`src/design/brb_pkg.sv`:
```
// Shared types, constants and helpers of the circular byte FIFO.
package brb_pkg;

  localparam int unsigned CAPACITY  = 1024;
  localparam int unsigned MAX_BURST = 64;

  localparam int unsigned ADDR_W = $clog2(CAPACITY);
  localparam int unsigned CNT_W  = 11;
  localparam int unsigned REQ_W  = 7;
  localparam int unsigned KIND_W = 3;
  localparam int unsigned BYTE_W = 8;

  localparam logic [CNT_W-1:0]  CAP_CNT   = CNT_W'(CAPACITY);
  localparam logic [ADDR_W-1:0] LAST_SLOT = ADDR_W'(CAPACITY - 1);
  localparam logic [REQ_W-1:0]  BURST_MAX = REQ_W'(MAX_BURST);

  // Item kinds as they arrive on the input channel.
  localparam logic [KIND_W-1:0] KIND_CODE_WRITE = 3'd0;
  localparam logic [KIND_W-1:0] KIND_CODE_READ  = 3'd1;
  localparam logic [KIND_W-1:0] KIND_CODE_PEEK  = 3'd2;
  localparam logic [KIND_W-1:0] KIND_CODE_SKIP  = 3'd3;
  localparam logic [KIND_W-1:0] KIND_CODE_FLUSH = 3'd4;

  typedef enum logic [2:0] {
    OP_WRITE = 3'd0,
    OP_READ  = 3'd1,
    OP_PEEK  = 3'd2,
    OP_SKIP  = 3'd3,
    OP_FLUSH = 3'd4,
    OP_NONE  = 3'd5
  } op_e;

  // Decoded command handed from the front to the back.
  typedef struct packed {
    op_e               op;
    logic [BYTE_W-1:0] data;
    logic [REQ_W-1:0]  req;    // already limited to one burst
  } cmd_t;

  // One result item.
  typedef struct packed {
    logic [BYTE_W-1:0] data;
    logic              byte_valid;
    logic              last;
    logic              accepted;
    logic [CNT_W-1:0]  fill;
    logic              highwater;
  } res_t;

  function automatic logic [ADDR_W-1:0] next_slot(input logic [ADDR_W-1:0] idx);
    next_slot = (idx == LAST_SLOT) ? '0 : idx + ADDR_W'(1);
  endfunction

endpackage

```
`src/design/brb_front.sv`:
```
// Front end: takes input items, decodes the kind, limits the request, queues commands.
module brb_front (
  input  logic                        clk_i,
  input  logic                        rst_ni,
  input  logic                        in_valid_i,
  output logic                        in_ready_o,
  input  logic [brb_pkg::KIND_W-1:0]  kind_i,
  input  logic [brb_pkg::BYTE_W-1:0]  data_i,
  input  logic [brb_pkg::REQ_W-1:0]   req_i,
  output logic                        cmd_valid_o,
  output brb_pkg::cmd_t               cmd_o,
  input  logic                        cmd_pop_i
);

  brb_pkg::cmd_t cmd_in;
  brb_pkg::cmd_t slot_q [2];
  logic          wr_ptr_q, rd_ptr_q;
  logic [1:0]    used_q;
  logic          push;

  always_comb begin
    cmd_in.data = data_i;
    cmd_in.req  = (req_i > brb_pkg::BURST_MAX) ? brb_pkg::BURST_MAX : req_i;
    unique case (kind_i)
      brb_pkg::KIND_CODE_WRITE: cmd_in.op = brb_pkg::OP_WRITE;
      brb_pkg::KIND_CODE_READ:  cmd_in.op = brb_pkg::OP_READ;
      brb_pkg::KIND_CODE_PEEK:  cmd_in.op = brb_pkg::OP_PEEK;
      brb_pkg::KIND_CODE_SKIP:  cmd_in.op = brb_pkg::OP_SKIP;
      brb_pkg::KIND_CODE_FLUSH: cmd_in.op = brb_pkg::OP_FLUSH;
      default:                  cmd_in.op = brb_pkg::OP_NONE;
    endcase
  end

  assign in_ready_o  = (used_q != 2'd2);
  assign push        = in_valid_i && in_ready_o;
  assign cmd_valid_o = (used_q != 2'd0);
  assign cmd_o       = slot_q[rd_ptr_q];

  always_ff @(posedge clk_i) begin
    if (push) begin
      slot_q[wr_ptr_q] <= cmd_in;
    end
  end

  always_ff @(posedge clk_i or negedge rst_ni) begin
    if (!rst_ni) begin
      wr_ptr_q <= 1'b0;
      rd_ptr_q <= 1'b0;
      used_q   <= 2'd0;
    end else begin
      if (push) begin
        wr_ptr_q <= ~wr_ptr_q;
      end
      if (cmd_pop_i) begin
        rd_ptr_q <= ~rd_ptr_q;
      end
      used_q <= used_q + 2'(push) - 2'(cmd_pop_i);
    end
  end

`ifndef ASSERT_OFF
  a_no_pop_empty: assert property (@(posedge clk_i) disable iff (!rst_ni)
    cmd_pop_i |-> cmd_valid_o)
    else $error("command popped from empty queue");
  a_used_range: assert property (@(posedge clk_i) disable iff (!rst_ni)
    used_q != 2'd3)
    else $error("command queue overfilled");
  a_ptr_track: assert property (@(posedge clk_i) disable iff (!rst_ni)
    (used_q == 2'd1) |-> (wr_ptr_q != rd_ptr_q))
    else $error("queue pointers disagree with occupancy");
`endif

endmodule

```
`config.mk`:
```
export PLATFORM = sky130hd
export DESIGN_NAME = brb_front
export DESIGN_NICKNAME = d
export VERILOG_FILES = /design/src/design/brb_pkg.sv /design/src/design/brb_front.sv
export SDC_FILE = /design/constraint.sdc
export NUM_CORES = 1
export LEC_CHECK = 0
export BUFFER_PORTS_ARGS = -buffer_cell sky130_fd_sc_hd__buf_2
export CAP_MARGIN = 25
export CORE_MARGIN = 3
export CORE_UTILIZATION = 44
export CTS_CLUSTER_SIZE = 16
export DETAILED_ROUTE_END_ITERATION = 8
export GPL_ROUTABILITY_DRIVEN = 0
export PLACE_DENSITY_LB_ADDON = 0.15
export SLEW_MARGIN = 20
export SYNTH_ARGS = -nofsm -noshare
export SYNTH_HDL_FRONTEND = slang
export SYNTH_SLANG_ARGS = --single-unit
```
`constraint.sdc`:
```
create_clock -name clk_i -period 2.3 [get_ports clk_i]
set_input_delay 0.23 -clock clk_i [delete_from_list [all_inputs] [get_ports clk_i]]
set_output_delay 0.23 -clock clk_i [all_outputs]
set_load 0.05 [all_outputs]
```
==> flow_metrics.env, run 1 <==
export IMPL_io_pins=42
export IMPL_ff2ff_path_depth=4
export IMPL_die_h_um=66.4
export IMPL_report_final_slew_viol_count=0
export IMPL_vias=826
export IMPL_grt_ovfl_total=0
export IMPL_synth_edf_count=36
export IMPL_status="finished clean"
export IMPL_crit_type="reg2out"
export IMPL_postCtsResizedCells=0
export IMPL_path_clk_slew_ns=0.11
export IMPL_power_density_mw_per_mm2=1410
export IMPL_crit_required_ns=2.07
export IMPL_synth_area_leaders="edfxtp_1 (67%), mux2_4 (8.4%), mux2_1 (6.3%), dfrtp_1 (6.2%), nor2b_1 (2.7%)"
export IMPL_first_global_vias=814
export IMPL_drc_errors=0
export IMPL_synth_top_cell_by_area="edfxtp_1"
export IMPL_finClkSkew_ns=0.00858
export IMPL_drt_iter0_markers=16
export IMPL_post_route_min_period_ns=1.94
export IMPL_syn_nets=106
export IMPL_drive_above_1_share_pct=48.5
export IMPL_io_buffers=41
export IMPL_critPathSlowestCell="dfrtp_1"
export IMPL_slew_headroom_pct=82.5
export IMPL_rrSetupSlack_ns=0.79
export IMPL_core_mm2=0.00342
export IMPL_rsz0062_at_grt="false"
export IMPL_timing_rr_start="used_q[1]"
export IMPL_worstHoldStart="data_i[3]"
export IMPL_cts_htree_levels=2
export IMPL_maxCapViolCount=0
export IMPL_yosys_warnings=0
export IMPL_hold_buffers=1
export IMPL_worstPathArrival_ns=1.71
export IMPL_firstDrtPassIters=2
export IMPL_grt_pass1_wl_mm=3.70
export IMPL_cp_end_kind="primary output"
export IMPL_crit_chain="buf_4 -> mux2_1 -> buf_2"
export IMPL_netlist_top_cells_count="edfxtp_1 (36), mux2_1 (9), mux2_4 (9)"
export IMPL_clock_sinks=40
export IMPL_setup_viol=0
export IMPL_yosysUniqueCellTypes=19
export IMPL_syn_avg_cell_area_um2=19.3
export IMPL_antenna_cells=0
export IMPL_cts_tree="yes"
export IMPL_totalWireLength_mm=2.42
export IMPL_gr_usage_all_layers_pct=12.0
export IMPL_fmax_mhz=515
export IMPL_fin_util_pct=57.0
export IMPL_critPathLaunchType="register"
export IMPL_multi_input_area_um2=395
export IMPL_register_area_mm2=0.00118
export IMPL_antenna_found_initial=0
export IMPL_post_cts_buffers=0
export IMPL_die_area_mm2=0.00441
export IMPL_cp_max_fo=14
export IMPL_die_w_um=66.4
export IMPL_hold_violations=0
export IMPL_r2r_end="slot_q[0][16]"
export IMPL_async_flop_share_pct=10.0
export IMPL_holdCritPathClass="in2reg"
export IMPL_ys_seq_area_share_pct=73.6
export IMPL_wl_per_cell_um=13.6
export IMPL_leakage_nw=0.784
export IMPL_n_fill_cell=291
export IMPL_ant_nets=0
export IMPL_clk_latency_ns=0.33
export IMPL_period_share_pct=84.3
export IMPL_worst_slew_pin_transition_ns=0.262
export IMPL_whs_path_depth=1
export IMPL_cts_made_buffers=5
export IMPL_ir_drop_mv=0.854
export IMPL_whs_ns=0.0800
export IMPL_finalPower_mw=2.75
export IMPL_area_growth_pct=21.5
export IMPL_synth_cells=83
export IMPL_cts_root_buf="clkbuf_4"
export IMPL_fin_tns_setup_ns=0
export IMPL_ys_ff_latch=40
export IMPL_nets=154
export IMPL_syn_area_mm2=0.00160
export IMPL_min_to="slot_q[1][10]"
export IMPL_synth_top_area_share_pct=67.4
export IMPL_vias_per_cell=4.64
export IMPL_grt_max_degree=15
export IMPL_slowest_delay_ns=0.48
export IMPL_synth_most_common_cell="edfxtp_1"
export IMPL_synthFlopType="edfxtp_1"
export IMPL_rows=21
export IMPL_cts_buffer_depth=2
export IMPL_initial_core_util_pct=47.0
==> area by class of cell <==
type / count / area share (%)
multi-input cells: 39 / 20.3
flip-flops and latches: 40 / 60.6
clock inverters: 2 / 1.80
repair buffers: 45 / 12.2
well taps: 46 / 2.95
clock buffers: 6 / 2.12
==> cells by family (layout without fill, tap and decap cells) <==
family,count (synthesis),in the layout,share of synthesized area (%)
flip-flops,40,40,73.6
buffers and inverters,4,53,1.87
XOR/XNOR,4,4,2.18
AO/OA/AOI/OAI,3,3,1.64
multiplexers,18,18,14.7
adder cells (fa/ha/maj),1,1,0.780
AND/OR/NAND/NOR,13,13,5.15
==> through the flow <==
step                setup slack (ns)  area (um2)  std cells
floorplan                     0.0676        1600         83
global placement               0.755        1860        169
detailed placement             0.714        1860        169
CTS                            0.314        1950        178
global route                   0.229        1950        178
finish                         0.360        1950        178
==> state kept, by name, summed over array words and instances (netlist names) <==
name and cells:
wr_ptr_q 1, rd_ptr_q 1, used_q 2, slot_q 36
==> worst max-delay path by stage <==
| stage | slack, ns | end | from | cells past startpoint |
|---|---|---|---|---|
| after CTS | 0.31 | cmd_o[4] | rd_ptr_q | 3 |
| after floorplan | 0.07 | slot_q[0][0] | used_q[0] | 3 |
| after detailed placement | 0.71 | cmd_o[4] | rd_ptr_q | 3 |
| final | 0.36 | cmd_o[4] | rd_ptr_q | 3 |
| after global routing | 0.23 | cmd_o[4] | rd_ptr_q | 3 |
| after global placement | 0.76 | cmd_o[17] | rd_ptr_q | 3 |
==> per-layer routing <==
| layer | GRT usage (%) | up-vias | share of wire [%] |
|---|---|---|---|
| li1 | - | 405 | - |
| met1 | 14.0 | 388 | 41 |
| met3 | 5.10 | 4 | 7.1 |
| met2 | 19.1 | 29 | 50 |
| met5 | 0 | - | 0 |
| met4 | 5.33 | 0 | 1.2 |
==> power breakdown <==
group          switching, mW  total (mW)  internal (mW)
combinational          0.859        1.23          0.376
sequential            0.0774        1.08           1.00
clock                  0.205       0.433          0.228
==> layout by cell type, fill, tap and decap left out, drive strengths merged <==
master,count
buf,44
edfxtp,36
mux2,18
nor2b,7
clkbuf,6
dfrtp,4
xnor2,3
a21o,1
nand2b,1
nand2,1
a21bo,1
nor3b,1
a21oi,1
and3,1
or2,1
nor2,1
xor2,1
ha,1
bufinv,1
clkinv,1
dlygate4sd3,1
==> worst max-delay path, delay by kind of cell, from the launching register on <==
kind	cells	cell delay, ns
multiplexers	1	0.36
flip-flops	1	0.48
buffers and inverters	2	0.53
(Power assumes the default switching activity.)
==> run 2: changes to the inputs <==
==> constraint.sdc (replaced) <==
create_clock -name clk_i -period 1.6 [get_ports clk_i]
set_input_delay 0.16 -clock clk_i [delete_from_list [all_inputs] [get_ports clk_i]]
set_output_delay 0.16 -clock clk_i [all_outputs]
set_load 0.05 [all_outputs]
==> flow_metrics.env, run 2 (synthesized netlist as in run 1, its figures left out) <==
export IMPL_report_final_slew_viol_count=0
export IMPL_switching_power_mw=1.78
export IMPL_worstHoldStart="data_i[3]"
export IMPL_fmax_mhz=627
export IMPL_cp_max_fo=5
export IMPL_ff2ff_path_depth=4
export IMPL_fin_area_mm2=0.00220
export IMPL_cts_buffer_depth=2
export IMPL_leakage_nw=0.903
export IMPL_finalWorstSetupSlack_ns=0.00636
export IMPL_p_seq_share_pct=34.2
export IMPL_firstDrtPassIters=4
export IMPL_rsz0062_at_grt="true"
export IMPL_stdcell_count=185
export IMPL_finClkSkew_ns=0.00796
export IMPL_setup_viol=0
export IMPL_timing_rr_start="used_q[1]"
export IMPL_whs_path_depth=1
export IMPL_vias=867
export IMPL_gr_usage_all_layers_pct=12.8
export IMPL_hold_violations=0
export IMPL_vias_per_cell=4.69
export IMPL_top_regs="slot_q x36, used_q x2"
export IMPL_clock_sinks=40
export IMPL_clk_latency_ns=0.33
export IMPL_largest_reg_flops=36
export IMPL_multi_input_area_um2=438
export IMPL_drt_iter0_markers=27
export IMPL_p_sw_share_pct=38.8
export IMPL_grt_max_degree=19
export IMPL_worstPathArrival_ns=1.43
export IMPL_critPathLaunchType="register"
export IMPL_final_common_cell="edfxtp_1"
export IMPL_n_fill_cell=250
export IMPL_p_int_mw=2.80
export IMPL_slew_headroom_pct=71.0
export IMPL_grt_pass1_wl_mm=4.00
export IMPL_placed_cells_incl_taps=170
export IMPL_power_density_mw_per_mm2=2080
export IMPL_cts_root_buf="clkbuf_4"
export IMPL_drc_errors=0
export IMPL_maxCapViolCount=0
export IMPL_clkPwrFrac_pct=13.8
export IMPL_first_global_vias=870
export IMPL_antenna_found_initial=0
export IMPL_crit_required_ns=1.44
export IMPL_die_h_um=66.4
export IMPL_r2r_end="slot_q[0][2]"
export IMPL_cts_made_buffers=5
export IMPL_layout_common_cells="edfxtp_1 (36), buf_2 (23), mux2_4 (18)"
export IMPL_post_route_min_period_ns=1.59
export IMPL_antenna_cells=0
export IMPL_worst_slew_pin_transition_ns=0.435
export IMPL_rows=21
export IMPL_io_buffers=41
export IMPL_core_mm2=0.00342
export IMPL_dp_slack_ns=0.237
export IMPL_cts_htree_levels=2
export IMPL_ir_drop_mv=1.07
export IMPL_crit_type="reg2out"
export IMPL_die_w_um=66.4
export IMPL_wl_per_cell_um=14.3
export IMPL_nets=161
export IMPL_dp_hpwl_mm=1.79
export IMPL_p_comb_share_pct=51.9
export IMPL_path_clk_slew_ns=0.11
export IMPL_cts_tree="yes"
export IMPL_die_area_mm2=0.00441
export IMPL_totalWireLength_mm=2.64
export IMPL_period_share_pct=99.6
export IMPL_finalPower_mw=4.59
export IMPL_cp_end_kind="primary output"
export IMPL_grt_ovfl_total=0
export IMPL_io_pins=42
export IMPL_register_area_mm2=0.00118
export IMPL_area_growth_pct=37.4
export IMPL_ant_nets=0
export IMPL_rrSetupSlack_ns=0.23
export IMPL_initial_core_util_pct=47.0
export IMPL_drive_above_1_share_pct=56.8
export IMPL_place_area_mm2=0.00188
export IMPL_min_to="slot_q[0][10]"
export IMPL_holdCritPathClass="in2reg"
export IMPL_status="finished clean"
export IMPL_regMostFlops="slot_q"
## run 2: cell types whose count changed in the layout (fill, tap and decap cells not counted), moves of 3 or more
cell           before  now
dlygate4sd3_1       1    5
mux2_1              9    0
mux2_4              9   18
buf_8               0    3
buf_6               0   17
buf_2              41   23
## run 2: power groups by stage
stage,logic [mW],clock network (mW),registers [mW]
after CTS,2.01,0.644,1.55
after detailed placement,1.86,0,1.57
after global placement,1.83,0,1.55
after floorplan,1.51,0,1.54
final,2.38,0.635,1.57
after global routing,2.51,0.696,1.60
## run 2: layer usage
layer | vias up | routed length, um | track usage (%)
met5 | - | 0 | 0
met4 | 0 | 18 | 3.81
met3 | 2 | 177 | 5.61
met2 | 25 | 1400 | 21.7
met1 | 417 | 1040 | 14.4
li1 | 423 | - | -
## run 2: worst max-delay path by stage
| stage | to | start | cells after the start |
|---|---|---|---|
| 5_1_grt | cmd_o[16] | rd_ptr_q | 3 |
| 3_5_place_dp | slot_q[1][11] | used_q[1] | 2 |
| 3_3_place_gp | slot_q[1][2] | used_q[1] | 2 |
| 6_report | cmd_o[16] | rd_ptr_q | 3 |
| 2_1_floorplan | slot_q[0][0] | used_q[1] | 3 |
| 4_1_cts | cmd_o[17] | rd_ptr_q | 3 |
## run 2: cell type report
cell class | instances | share of cell area, %
flip-flops and latches | 40 | 53.7
repair buffers | 52 | 20.4
multi-input cells | 39 | 19.9
well taps | 46 | 2.61
clock buffers | 6 | 1.87
clock inverters | 2 | 1.59
## run 2: critical path, cell delays in order, from the launching register on
cell	delay [ns]
dfrtp_2	0.47
clkbuf_16	0.17
mux2_4	0.30
buf_6	0.15
## run 2: timing repair
| item | in CTS | in global routing |
|---|---|---|
| hold buffers | 2 | 3 |
| gates resized for setup | 18 | 41 |
| setup buffers | 0 | 1 |
| hold endpoints to repair | 5 | 6 |
| setup endpoints to repair | 13 | 18 |
| cloned | 0 | 1 |
## run 2: per-stage QoR
stage / TNS, ns / util, % / hold WS, ns
finish: 0 / 64.5 / 0.00930
global placement: 0 / 55.0 / -0.0265
CTS: 0 / 59.4 / 0.00467
detailed placement: 0 / 55.0 / -0.0221
global route: -0.391 / 64.5 / -0.00743
floorplan: 0 / - / -0.136
==> run 3: changes to the inputs <==
--- a/config.mk
+++ b/config.mk
@@ -7,12 +7,13 @@
 export LEC_CHECK = 0
 export BUFFER_PORTS_ARGS = -buffer_cell sky130_fd_sc_hd__buf_2
 export CAP_MARGIN = 25
+export CORE_ASPECT_RATIO = 1.5
 export CORE_MARGIN = 3
 export CORE_UTILIZATION = 44
 export CTS_CLUSTER_SIZE = 16
 export DETAILED_ROUTE_END_ITERATION = 8
 export GPL_ROUTABILITY_DRIVEN = 0
-export PLACE_DENSITY_LB_ADDON = 0.15
+export PLACE_DENSITY_LB_ADDON = 0.3
 export SLEW_MARGIN = 20
 export SYNTH_ARGS = -nofsm -noshare
 export SYNTH_HDL_FRONTEND = slang
==> flow_metrics.env, run 3 (synthesized netlist as in run 1, its figures left out) <==
export IMPL_vias_per_cell=4.84
export IMPL_initial_core_util_pct=46.5
export IMPL_whs_ns=0.0652
export IMPL_cts_made_buffers=5
export IMPL_cp_max_fo=9
export IMPL_regMostFlops="slot_q"
export IMPL_critPathLaunchType="register"
export IMPL_vias=847
export IMPL_die_w_um=55.3
export IMPL_period_share_pct=97.8
export IMPL_worstPathArrival_ns=1.41
export IMPL_dp_hpwl_mm=1.75
export IMPL_ir_drop_mv=1.53
export IMPL_worst_slew_pin_transition_ns=0.438
export IMPL_path_clk_slew_ns=0.07
export IMPL_die_h_um=79.9
export IMPL_antenna_found_initial=0
export IMPL_register_area_mm2=0.00118
export IMPL_place_area_mm2=0.00188
export IMPL_drive_above_1_share_pct=50.4
export IMPL_fin_area_mm2=0.00210
export IMPL_stdcell_count=175
export IMPL_maxCapViolCount=0
export IMPL_dp_slack_ns=0.218
export IMPL_power_density_mw_per_mm2=2120
export IMPL_fmax_mhz=639
export IMPL_grt_ovfl_total=0
export IMPL_finalPower_mw=4.45
export IMPL_n_fill_cell=268
export IMPL_ant_nets=0
export IMPL_core_mm2=0.00345
export IMPL_first_global_vias=865
export IMPL_grt_pass1_wl_mm=3.84
export IMPL_leakage_nw=0.836
export IMPL_fin_util_pct=60.8
export IMPL_io_pins=42
export IMPL_io_buffers=41
export IMPL_cts_root_buf="clkbuf_8"
export IMPL_cp_end_kind="primary output"
export IMPL_cts_tree="yes"
export IMPL_crit_start="rd_ptr_q"
export IMPL_grt_max_degree=19
export IMPL_gr_usage_all_layers_pct=11.7
export IMPL_nets=155
export IMPL_wl_met3_um=104
export IMPL_fin_tns_setup_ns=0
export IMPL_multi_input_area_um2=404
export IMPL_wl_per_cell_um=14.8
export IMPL_status="finished clean"
export IMPL_holdCritPathClass="in2reg"
export IMPL_firstDrtPassIters=2
export IMPL_clock_sinks=40
export IMPL_area_growth_pct=30.7
export IMPL_timing_rr_start="used_q[1]"
export IMPL_totalWireLength_mm=2.59
export IMPL_setup_viol=0
export IMPL_drt_iter0_markers=7
export IMPL_placed_cells_incl_taps=164
export IMPL_finalWorstSetupSlack_ns=0.0348
export IMPL_finClkSkew_ns=0.00285
export IMPL_report_final_slew_viol_count=0
export IMPL_cts_htree_levels=2
export IMPL_clk_latency_ns=0.28
export IMPL_antenna_cells=0
export IMPL_slew_headroom_pct=70.8
export IMPL_cts_buffer_depth=2
export IMPL_rsz0062_at_grt="true"
export IMPL_drc_errors=0
export IMPL_rows=26
export IMPL_crit_required_ns=1.44
export IMPL_worstHoldStart="data_i[0]"
export IMPL_route_met2_wl_mm=1.48
export IMPL_final_common_cell="edfxtp_1"
export IMPL_die_area_mm2=0.00442
export IMPL_highest_layer="met4"
export IMPL_hold_violations=0
export IMPL_crit_type="reg2out"
export IMPL_top_regs="slot_q x36, used_q x2"
export IMPL_layout_common_cells="edfxtp_1 (36), buf_2 (26), mux2_4 (9), mux2_1 (9), buf_4 (9)"
export IMPL_post_route_min_period_ns=1.57
export IMPL_largest_reg_flops=36
export IMPL_wl_met1_um=951
## run 3: cell count changes in the layout (fill, tap and decap cells not counted), moves of 4 or more
cell           change
dlygate4sd3_1      -4
mux2_4             -9
clkbuf_4           -5
mux2_1             +9
buf_6             -10
clkbuf_8           +5
buf_4              +6
## run 3: layout make-up
class	instances	area share (%)
clock buffer	5	3.28
clock inverter	3	1.79
multi-input combinational	39	19.3
sequential	40	56.4
tap	42	2.51
timing repair buffer	46	16.8
## run 3: final timing paths
path / to / slack [ns] / cells past startpoint
max reg2reg: slot_q[1][8] / 0.22 / 2
min reg2reg: wr_ptr_q / 0.56 / 1
max in group asynchronous: rd_ptr_q / 1.27 / 2
min in group asynchronous: used_q[0] / 0.20 / 2
min: slot_q[1][7] / 0.07 / 1
max: cmd_o[9] / 0.03 / 3
## run 3: routing by layer
metal  vias up  GRT usage (%)
met2        22           21.9
met3         5           3.56
met1       412           11.4
li1        408              -
met5         -              0
met4         0           5.84
## run 3: power breakdown
group          leakage [nW]  switching, mW  internal (mW)
clock network        0.0532          0.314          0.454
registers             0.383          0.121           1.45
logic                 0.400           1.30          0.814
total                 0.836           1.73           2.71
## run 3: what timing repair did
action                                 CTS  global route
setup endpoints to repair                3            18
pin swaps                                0             0
endpoints found under the hold margin    4             0
setup buffers                            0             1
resized for setup                        3            32
gates cloned                             0             1
hold buffers                             1             0
## run 3: critical path, stage by stage, from the launching register on
cell and delay (ns):
dfrtp_2 0.45, clkbuf_16 0.19, mux2_4 0.29, buf_4 0.19
